### src/design/dpce_pkg.sv
package dpce_pkg;

  // default depth of the job queue between front and back
  localparam int unsigned QueueDepthDef = 2;

  // reset values of the configuration registers
  localparam logic [15:0] EndColumnRst = 16'd320;
  localparam logic [15:0] EndRowRst    = 16'd240;

  // controller command bytes
  localparam logic [7:0] CmdColumn   = 8'h2A;
  localparam logic [7:0] CmdRow      = 8'h2B;
  localparam logic [7:0] CmdMemWrite = 8'h2C;

  // operation codes
  localparam logic [1:0] OpSetWindow  = 2'd0;
  localparam logic [1:0] OpPutPoint   = 2'd1;
  localparam logic [1:0] OpWritePixel = 2'd2;

  // configuration register index, taken from paddr[2]
  localparam logic RegEndColumn = 1'b0;
  localparam logic RegEndRow    = 1'b1;

  // byte slots of one job, sent in ascending order
  localparam int unsigned NumSlots = 13;
  localparam logic [3:0] SlotColCmd  = 4'd0;
  localparam logic [3:0] SlotColAHi  = 4'd1;
  localparam logic [3:0] SlotColALo  = 4'd2;
  localparam logic [3:0] SlotColBHi  = 4'd3;
  localparam logic [3:0] SlotColBLo  = 4'd4;
  localparam logic [3:0] SlotRowCmd  = 4'd5;
  localparam logic [3:0] SlotRowAHi  = 4'd6;
  localparam logic [3:0] SlotRowALo  = 4'd7;
  localparam logic [3:0] SlotRowBHi  = 4'd8;
  localparam logic [3:0] SlotRowBLo  = 4'd9;
  localparam logic [3:0] SlotMemWr   = 4'd10;
  localparam logic [3:0] SlotColorHi = 4'd11;
  localparam logic [3:0] SlotColorLo = 4'd12;

  typedef struct packed {
    logic [1:0]  op;
    logic [15:0] x_start;
    logic [15:0] y_start;
    logic [15:0] x_end;
    logic [15:0] y_end;
    logic [15:0] color;
  } in_item_t;

  typedef struct packed {
    logic [7:0] byte_out;
    logic       is_data;
    logic       last;
  } out_item_t;

  typedef struct packed {
    logic [15:0] end_column;
    logic [15:0] end_row;
  } cfg_t;

  // one classified request: which slots to send and their words
  typedef struct packed {
    logic [NumSlots-1:0] mask;
    logic [15:0]         col_a;
    logic [15:0]         col_b;
    logic [15:0]         row_a;
    logic [15:0]         row_b;
    logic [15:0]         color;
  } job_t;

endpackage

### src/design/dpce_front.sv
module dpce_front (
  input  logic               clk_i,
  input  logic               rst_ni,
  input  logic               in_valid_i,
  input  dpce_pkg::in_item_t in_data_i,
  input  dpce_pkg::cfg_t     cfg_i,
  input  logic               full_i,
  output logic               push_o,
  output dpce_pkg::job_t     job_o
);
  import dpce_pkg::*;

  logic        known_q, known_d;
  logic [15:0] col_q, col_d;
  logic [15:0] row_q, row_d;
  logic        accept;
  logic        col_cmd, row_cmd;

  assign accept = in_valid_i && !full_i;

  // address commands that auto-increment does not cover
  assign col_cmd = !known_q ||
                   ((in_data_i.x_start != col_q) &&
                    ({1'b0, in_data_i.x_start} != ({1'b0, col_q} + 17'd1)));
  assign row_cmd = !known_q || (in_data_i.y_start != row_q);

  // classify request into a slot mask
  always_comb begin
    job_o       = '0;
    job_o.col_a = in_data_i.x_start;
    job_o.row_a = in_data_i.y_start;
    job_o.color = in_data_i.color;
    job_o.col_b = cfg_i.end_column;
    job_o.row_b = cfg_i.end_row;
    push_o      = 1'b0;
    known_d     = known_q;
    col_d       = col_q;
    row_d       = row_q;
    case (in_data_i.op)
      OpSetWindow: begin
        job_o.col_b = in_data_i.x_end;
        job_o.row_b = in_data_i.y_end;
        for (int i = 0; i <= int'(SlotMemWr); i++) job_o.mask[i] = 1'b1;
        push_o  = accept;
        if (accept) known_d = 1'b0;
      end
      OpPutPoint: begin
        if (col_cmd) begin
          job_o.mask[SlotColCmd] = 1'b1;
          job_o.mask[SlotColAHi] = 1'b1;
          job_o.mask[SlotColALo] = 1'b1;
          job_o.mask[SlotColBHi] = !known_q;
          job_o.mask[SlotColBLo] = !known_q;
        end
        if (row_cmd) begin
          job_o.mask[SlotRowCmd] = 1'b1;
          job_o.mask[SlotRowAHi] = 1'b1;
          job_o.mask[SlotRowALo] = 1'b1;
          job_o.mask[SlotRowBHi] = !known_q;
          job_o.mask[SlotRowBLo] = !known_q;
        end
        job_o.mask[SlotMemWr]   = col_cmd || row_cmd;
        job_o.mask[SlotColorHi] = 1'b1;
        job_o.mask[SlotColorLo] = 1'b1;
        push_o = accept;
        if (accept) begin
          known_d = 1'b1;
          col_d   = in_data_i.x_start;
          row_d   = in_data_i.y_start;
        end
      end
      OpWritePixel: begin
        job_o.mask[SlotColorHi] = 1'b1;
        job_o.mask[SlotColorLo] = 1'b1;
        push_o = accept;
      end
      default: begin
        push_o = 1'b0;
      end
    endcase
  end

  // cached position
  always_ff @(posedge clk_i or negedge rst_ni) begin
    if (!rst_ni) begin
      known_q <= 1'b0;
      col_q   <= '0;
      row_q   <= '0;
    end else begin
      known_q <= known_d;
      col_q   <= col_d;
      row_q   <= row_d;
    end
  end

endmodule

### src/design/dpce_queue.sv
module dpce_queue #(
  parameter int unsigned Depth = dpce_pkg::QueueDepthDef
) (
  input  logic           clk_i,
  input  logic           rst_ni,
  input  logic           push_i,
  input  dpce_pkg::job_t push_job_i,
  output logic           full_o,
  input  logic           pop_i,
  output logic           pop_valid_o,
  output dpce_pkg::job_t pop_job_o
);
  import dpce_pkg::*;

  localparam int unsigned PtrW = (Depth > 1) ? $clog2(Depth) : 1;
  localparam int unsigned CntW = $clog2(Depth + 1);

  job_t            mem_q [Depth];
  logic [PtrW-1:0] wr_ptr_q, rd_ptr_q;
  logic [CntW-1:0] cnt_q;

  assign full_o      = (cnt_q == CntW'(Depth));
  assign pop_valid_o = (cnt_q != '0);
  assign pop_job_o   = mem_q[rd_ptr_q];

  // storage
  always_ff @(posedge clk_i) begin
    if (push_i) mem_q[wr_ptr_q] <= push_job_i;
  end

  // pointers and fill count
  always_ff @(posedge clk_i or negedge rst_ni) begin
    if (!rst_ni) begin
      wr_ptr_q <= '0;
      rd_ptr_q <= '0;
      cnt_q    <= '0;
    end else begin
      if (push_i) begin
        wr_ptr_q <= (wr_ptr_q == PtrW'(Depth - 1)) ? '0 : wr_ptr_q + PtrW'(1);
      end
      if (pop_i) begin
        rd_ptr_q <= (rd_ptr_q == PtrW'(Depth - 1)) ? '0 : rd_ptr_q + PtrW'(1);
      end
      if (push_i && !pop_i) cnt_q <= cnt_q + CntW'(1);
      else if (pop_i && !push_i) cnt_q <= cnt_q - CntW'(1);
    end
  end

endmodule

### src/design/dpce_back.sv
module dpce_back (
  input  logic                clk_i,
  input  logic                rst_ni,
  input  logic                job_valid_i,
  input  dpce_pkg::job_t      job_i,
  output logic                pop_o,
  output logic                out_valid_o,
  input  logic                out_stall_i,
  output dpce_pkg::out_item_t out_data_o
);
  import dpce_pkg::*;

  job_t                job_q;
  logic [NumSlots-1:0] mask_q;
  logic [NumSlots-1:0] sel_onehot, rest;
  logic [3:0]          slot;
  logic                out_valid_q;
  out_item_t           out_q;
  out_item_t           cur;
  logic                advance, emit, load;

  // lowest pending slot
  always_comb begin
    slot = '0;
    for (int i = NumSlots - 1; i >= 0; i--) begin
      if (mask_q[i]) slot = 4'(i);
    end
  end
  assign sel_onehot = mask_q & (~mask_q + NumSlots'(1));
  assign rest       = mask_q & ~sel_onehot;

  assign advance = !out_valid_q || !out_stall_i;
  assign emit    = advance && (mask_q != '0);
  assign load    = job_valid_i && ((mask_q == '0) || (emit && (rest == '0)));
  assign pop_o   = load;

  // byte for the selected slot
  always_comb begin
    cur.is_data = 1'b1;
    cur.last    = (rest == '0);
    case (slot)
      SlotColCmd:  begin cur.byte_out = CmdColumn;   cur.is_data = 1'b0; end
      SlotColAHi:  cur.byte_out = job_q.col_a[15:8];
      SlotColALo:  cur.byte_out = job_q.col_a[7:0];
      SlotColBHi:  cur.byte_out = job_q.col_b[15:8];
      SlotColBLo:  cur.byte_out = job_q.col_b[7:0];
      SlotRowCmd:  begin cur.byte_out = CmdRow;      cur.is_data = 1'b0; end
      SlotRowAHi:  cur.byte_out = job_q.row_a[15:8];
      SlotRowALo:  cur.byte_out = job_q.row_a[7:0];
      SlotRowBHi:  cur.byte_out = job_q.row_b[15:8];
      SlotRowBLo:  cur.byte_out = job_q.row_b[7:0];
      SlotMemWr:   begin cur.byte_out = CmdMemWrite; cur.is_data = 1'b0; end
      SlotColorHi: cur.byte_out = job_q.color[15:8];
      SlotColorLo: cur.byte_out = job_q.color[7:0];
      default:     cur.byte_out = '0;
    endcase
  end

  // slot mask and output valid flag
  always_ff @(posedge clk_i or negedge rst_ni) begin
    if (!rst_ni) begin
      mask_q      <= '0;
      out_valid_q <= 1'b0;
    end else begin
      if (load) mask_q <= job_i.mask;
      else if (emit) mask_q <= rest;
      if (advance) out_valid_q <= (mask_q != '0);
    end
  end

  // payload registers
  always_ff @(posedge clk_i) begin
    if (load) job_q <= job_i;
    if (emit) out_q <= cur;
  end

  assign out_valid_o = out_valid_q;
  assign out_data_o  = out_q;

endmodule

### src/design/display_pixel_command_encoder.sv
// Display pixel command encoder: turns set window, put point and write pixel
// requests into controller bytes, one output transfer per byte with a
// command/data flag and a last flag on the final byte of each request.
// The back sequencer sends one byte per cycle while the output is not
// stalled. A request has 2 bytes for write pixel or a put point that needs
// no address command, up to 13 for a put point while the position is
// unknown, and 11 for set window. A request is taken every cycle while the
// job queue (QueueDepth entries) has room. Op code 3 is dropped. end_column
// (address 0) and end_row (address 4) are to be written by the user over the
// APB port only while idle; the block itself does not enforce this.
module display_pixel_command_encoder #(
  parameter int unsigned QueueDepth = dpce_pkg::QueueDepthDef
) (
  input  logic                clk_i,
  input  logic                rst_ni,
  input  logic                in_valid_i,
  output logic                in_stall_o,
  input  dpce_pkg::in_item_t  in_data_i,
  output logic                out_valid_o,
  input  logic                out_stall_i,
  output dpce_pkg::out_item_t out_data_o,
  input  logic                psel,
  input  logic                penable,
  input  logic                pwrite,
  input  logic [2:0]          paddr,
  input  logic [31:0]         pwdata,
  output logic [31:0]         prdata,
  output logic                pready
);
  import dpce_pkg::*;

  cfg_t cfg_q;
  logic full, push, pop, job_valid;
  job_t push_job, pop_job;

  // configuration registers
  assign pready = 1'b1;
  always_ff @(posedge clk_i or negedge rst_ni) begin
    if (!rst_ni) begin
      cfg_q.end_column <= EndColumnRst;
      cfg_q.end_row    <= EndRowRst;
    end else if (psel && penable && pwrite) begin
      case (paddr[2])
        RegEndColumn: cfg_q.end_column <= pwdata[15:0];
        RegEndRow:    cfg_q.end_row    <= pwdata[15:0];
        default:      cfg_q.end_column <= cfg_q.end_column;
      endcase
    end
  end

  // read back
  assign prdata = {16'd0, (paddr[2] == RegEndRow) ? cfg_q.end_row : cfg_q.end_column};

  assign in_stall_o = full;

  dpce_front u_front (
    .clk_i      (clk_i),
    .rst_ni     (rst_ni),
    .in_valid_i (in_valid_i),
    .in_data_i  (in_data_i),
    .cfg_i      (cfg_q),
    .full_i     (full),
    .push_o     (push),
    .job_o      (push_job)
  );

  dpce_queue #(
    .Depth (QueueDepth)
  ) u_queue (
    .clk_i       (clk_i),
    .rst_ni      (rst_ni),
    .push_i      (push),
    .push_job_i  (push_job),
    .full_o      (full),
    .pop_i       (pop),
    .pop_valid_o (job_valid),
    .pop_job_o   (pop_job)
  );

  dpce_back u_back (
    .clk_i       (clk_i),
    .rst_ni      (rst_ni),
    .job_valid_i (job_valid),
    .job_i       (pop_job),
    .pop_o       (pop),
    .out_valid_o (out_valid_o),
    .out_stall_i (out_stall_i),
    .out_data_o  (out_data_o)
  );

endmodule

### config.mk
export PLATFORM = sky130hd
export DESIGN_NAME = display_pixel_command_encoder
export DESIGN_NICKNAME = d
export VERILOG_FILES = /design/src/design/dpce_pkg.sv /design/src/design/dpce_front.sv /design/src/design/dpce_queue.sv /design/src/design/dpce_back.sv /design/src/design/display_pixel_command_encoder.sv
export SDC_FILE = /design/constraint.sdc
export NUM_CORES = 1
export LEC_CHECK = 0
export BUFFER_PORTS_ARGS = -buffer_cell sky130_fd_sc_hd__buf_2
export CAP_MARGIN = 20
export CORE_MARGIN = 3
export CORE_UTILIZATION = 40
export DETAILED_ROUTE_END_ITERATION = 12
export SLEW_MARGIN = 10
export SYNTH_ARGS = -nofsm -noshare
export SYNTH_HDL_FRONTEND = slang
export SYNTH_HIERARCHICAL = 1
export SYNTH_SLANG_ARGS = --single-unit
### constraint.sdc
create_clock -name clk_i -period 10.54 [get_ports clk_i]
set_input_delay 0 -clock clk_i [delete_from_list [all_inputs] [get_ports clk_i]]
set_output_delay 0 -clock clk_i [all_outputs]
set_load 0.05 [all_outputs]
==> metrics <==
unrepaired setup endpoints after global routing=no; core area=0.0387 mm2; drt first pass iters=5; register area=0.0104 mm2; area of the multi-input gates=0.00461 mm2; crit path capture type=flop; setup bufs post-CTS=0; WL/cell=19.3 um; largest net degree at the start of global routing=64; mean area per synthesized cell=15.9 um2; Post-CTS Resized=0; Final Skew=0.0229 ns; vias per inst=5.04; CTS root buffer=clkbuf_16; slew of the pin with the lowest slew margin=1.04 ns; clk_lat worst skew=0.53 ns; leading area contributor after synthesis=edfxtp_1; Via Count=8,737; die area=0.0417 mm2; most common cell in the synthesized netlist=edfxtp_1; Die X=204 um; kind of critical path=reg2reg; Synth Warn #=6; Hold Fails Final Rpt=0; top_reg_cell synth=edfxtp_1; die height=204 um; setup TNS=0 ns; clock buffer depth=3; Post-route DRC=0; register clock-pin slew on the reported worst setup and hold paths=0.06 ns; number of global-route vias before repair=8,745; outcome=finished clean; Port-buffer cells=133; initial antenna violation count=0; io pins=169; post-synth cell types=80; worst vdd rail ir drop=0.142 mV; FP Rows=72; Final Max Tran Viols=0; Req. time, crit path=10.97 ns; area of the mapped netlist=0.0157 mm2; top cells by area, synth=edfxtp_1 53%, mux2_2 14%, dfrtp_1 12%, buf_4 3.6%, xor2_1 1.3%; EDFF count, synth=276; H-tree depth=2; setup violators final=0; sequential area share after synthesis=65.9%; # fillers=3,403; Antenna diodes=0; Hold Path Class=in2reg; Commonest cells post-synth=276 x edfxtp_1, 195 x mux2_2, 77 x dfrtp_1; dpl hpwl=21.8 mm; Max transition margin=30.8%; Detailed Route Iter0 Violations=602; critical path arrival=4.15 ns; first-pass GRT wire length=51.2 mm; min Tclk post-route=3.72 ns; total power=5.35 mW; total clock sinks=359; Global Route Usage Sum=15.8%; overall routed net length=33.5 mm; critical path startpoint category=flop; antenna viol nets, final=0; Period Utilization, post-route=35.3%; routability cong.=0.872; pwr/cell area=285 mW/mm2; starting density of the core=40.6%; cts bufs inserted=40; top-area cell type share of the netlist area=52.7%; #FFs+latches synth=359; worst-path fanout max=54; share of layout cells above drive strength 1=36.1%; Max-Cap Viols=0; total congestion overflow=0; final-stage net count=1,311; Leak=7.01 nW; fmax=0.269 GHz; Synth async-reset ratio=23.1%; area grow syn2layout=19.4%; CTS tree=yes; Gate Count Post-Synth=988
[power by group]
part | total [mW] | switching [mW] | internal [mW]
registers | 2.31 | 0.252 | 2.06
logic | 1.65 | 0.990 | 0.665
clock network | 1.38 | 0.533 | 0.848
total | 5.35 | 1.78 | 3.57
[metal layers]
metal	GRT usage [%]	vias to the layer above	wire length, um
met5	0	-	0
met4	3.61	0	487
met3	2.34	39	1570
met2	26.0	243	16400
met1	22.4	4379	15000
li1	-	4076	-
[per-stage QoR]
| stage | area (um2) | worst slack (ns) | hold WS, ns | util, % | cells |
|---|---|---|---|---|---|
| 5_1_grt | 18800 | 6.51 | 0.0479 | 48.5 | 1732 |
| 6_report | 18800 | 6.82 | 0.0428 | 48.5 | 1732 |
| 4_1_cts | 18800 | 6.80 | 0.0164 | 48.4 | 1730 |
| 3_3_place_gp | 16400 | 6.85 | -0.0162 | 42.4 | 1555 |
| 2_1_floorplan | 15800 | 4.67 | -0.296 | - | 1003 |
| 3_5_place_dp | 16400 | 6.86 | -0.0191 | 42.4 | 1555 |
[kinds of logic (layout without fill, tap and decap cells)]
kind of cell | after synthesis | after routing | share of synthesized area [%]
compound gates | 101 | 101 | 4.84
xor+xnor | 41 | 41 | 2.28
fa+ha+maj | 8 | 8 | 0.596
buf+inv | 119 | 330 | 5.23
flops | 359 | 359 | 65.9
mux | 217 | 217 | 15.7
other cells | 2 | 17 | 0.0477
simple gates | 141 | 141 | 5.39
[final cells by class]
cell class                 count  area share [%]
tap                          518            3.45
inverter                      10           0.200
timing repair buffer         246            9.54
multi-input combinational    525            24.5
sequential                   359            55.2
clock inverter                14           0.986
clock buffer                  60            6.06
[sequential cells by signal (all words and copies together), names as in the netlist]
register            count
u_front/known_q         1
u_front/row_q          16
u_back/out_data_o      10
u_queue/wr_ptr_q        1
u_queue/mem_q         186
u_queue/rd_ptr_q        1
u_back/out_valid_o      1
u_back/mask_q          13
cfg_q                  32
u_front/col_q          16
u_queue/cnt_q           2
u_back/job_q           80
[critical path, cell delays in order (launching register included)]
cell     delay (ns)
dfrtp_1        0.53
nor4_4         0.55
nand2_2        0.12
maj3_2         0.33
a211o_1        0.26
o32a_1         0.39
nor2b_4        0.13
buf_4          0.55
inv_1          0.10
ha_1           0.33
nor2_1         0.15
xor2_1         0.16
[layout by cell type (no fill, tap or decap), types with 12 or more instances in the layout]
master         synthesis  final
edfxtp_1             276    276
mux2_2               195    195
buf_2                  4    132
dlygate4sd3_1          0    100
dfrtp_1               77     76
clkbuf_16              0     42
nand2_1               30     29
nor2_1                28     28
xor2_1                24     24
conb_1                 2     17
xnor2_1               17     17
clkbuf_1              12     16
o21ai_0               14     13
buf_4                 75     12
a21oi_1               12     12
mux2i_1               12     12
[final timing paths]
check	start	to	slack, ns	cells after the start
max in group asynchronous	rst_ni	u_front/col_q[11]	9.68	3
worst max register to register	u_back/mask_q[2]	u_queue/cnt_q[1]	6.82	11
worst max-delay path	u_back/mask_q[2]	u_queue/cnt_q[1]	6.82	11
worst min-delay path	in_valid_i	u_front/known_q	0.04	5
min in group asynchronous	rst_ni	cfg_q[4]	0.08	2
worst min register to register	u_queue/cnt_q[1]	u_queue/cnt_q[1]	0.49	1
[what timing repair did]
| action | CTS | global route |
|---|---|---|
| endpoints found under the setup margin | 0 | 0 |
| hold buffers | 101 | 0 |
| endpoints found under the hold margin | 263 | 0 |
Note: power is estimated with default switching activity, not from simulation.
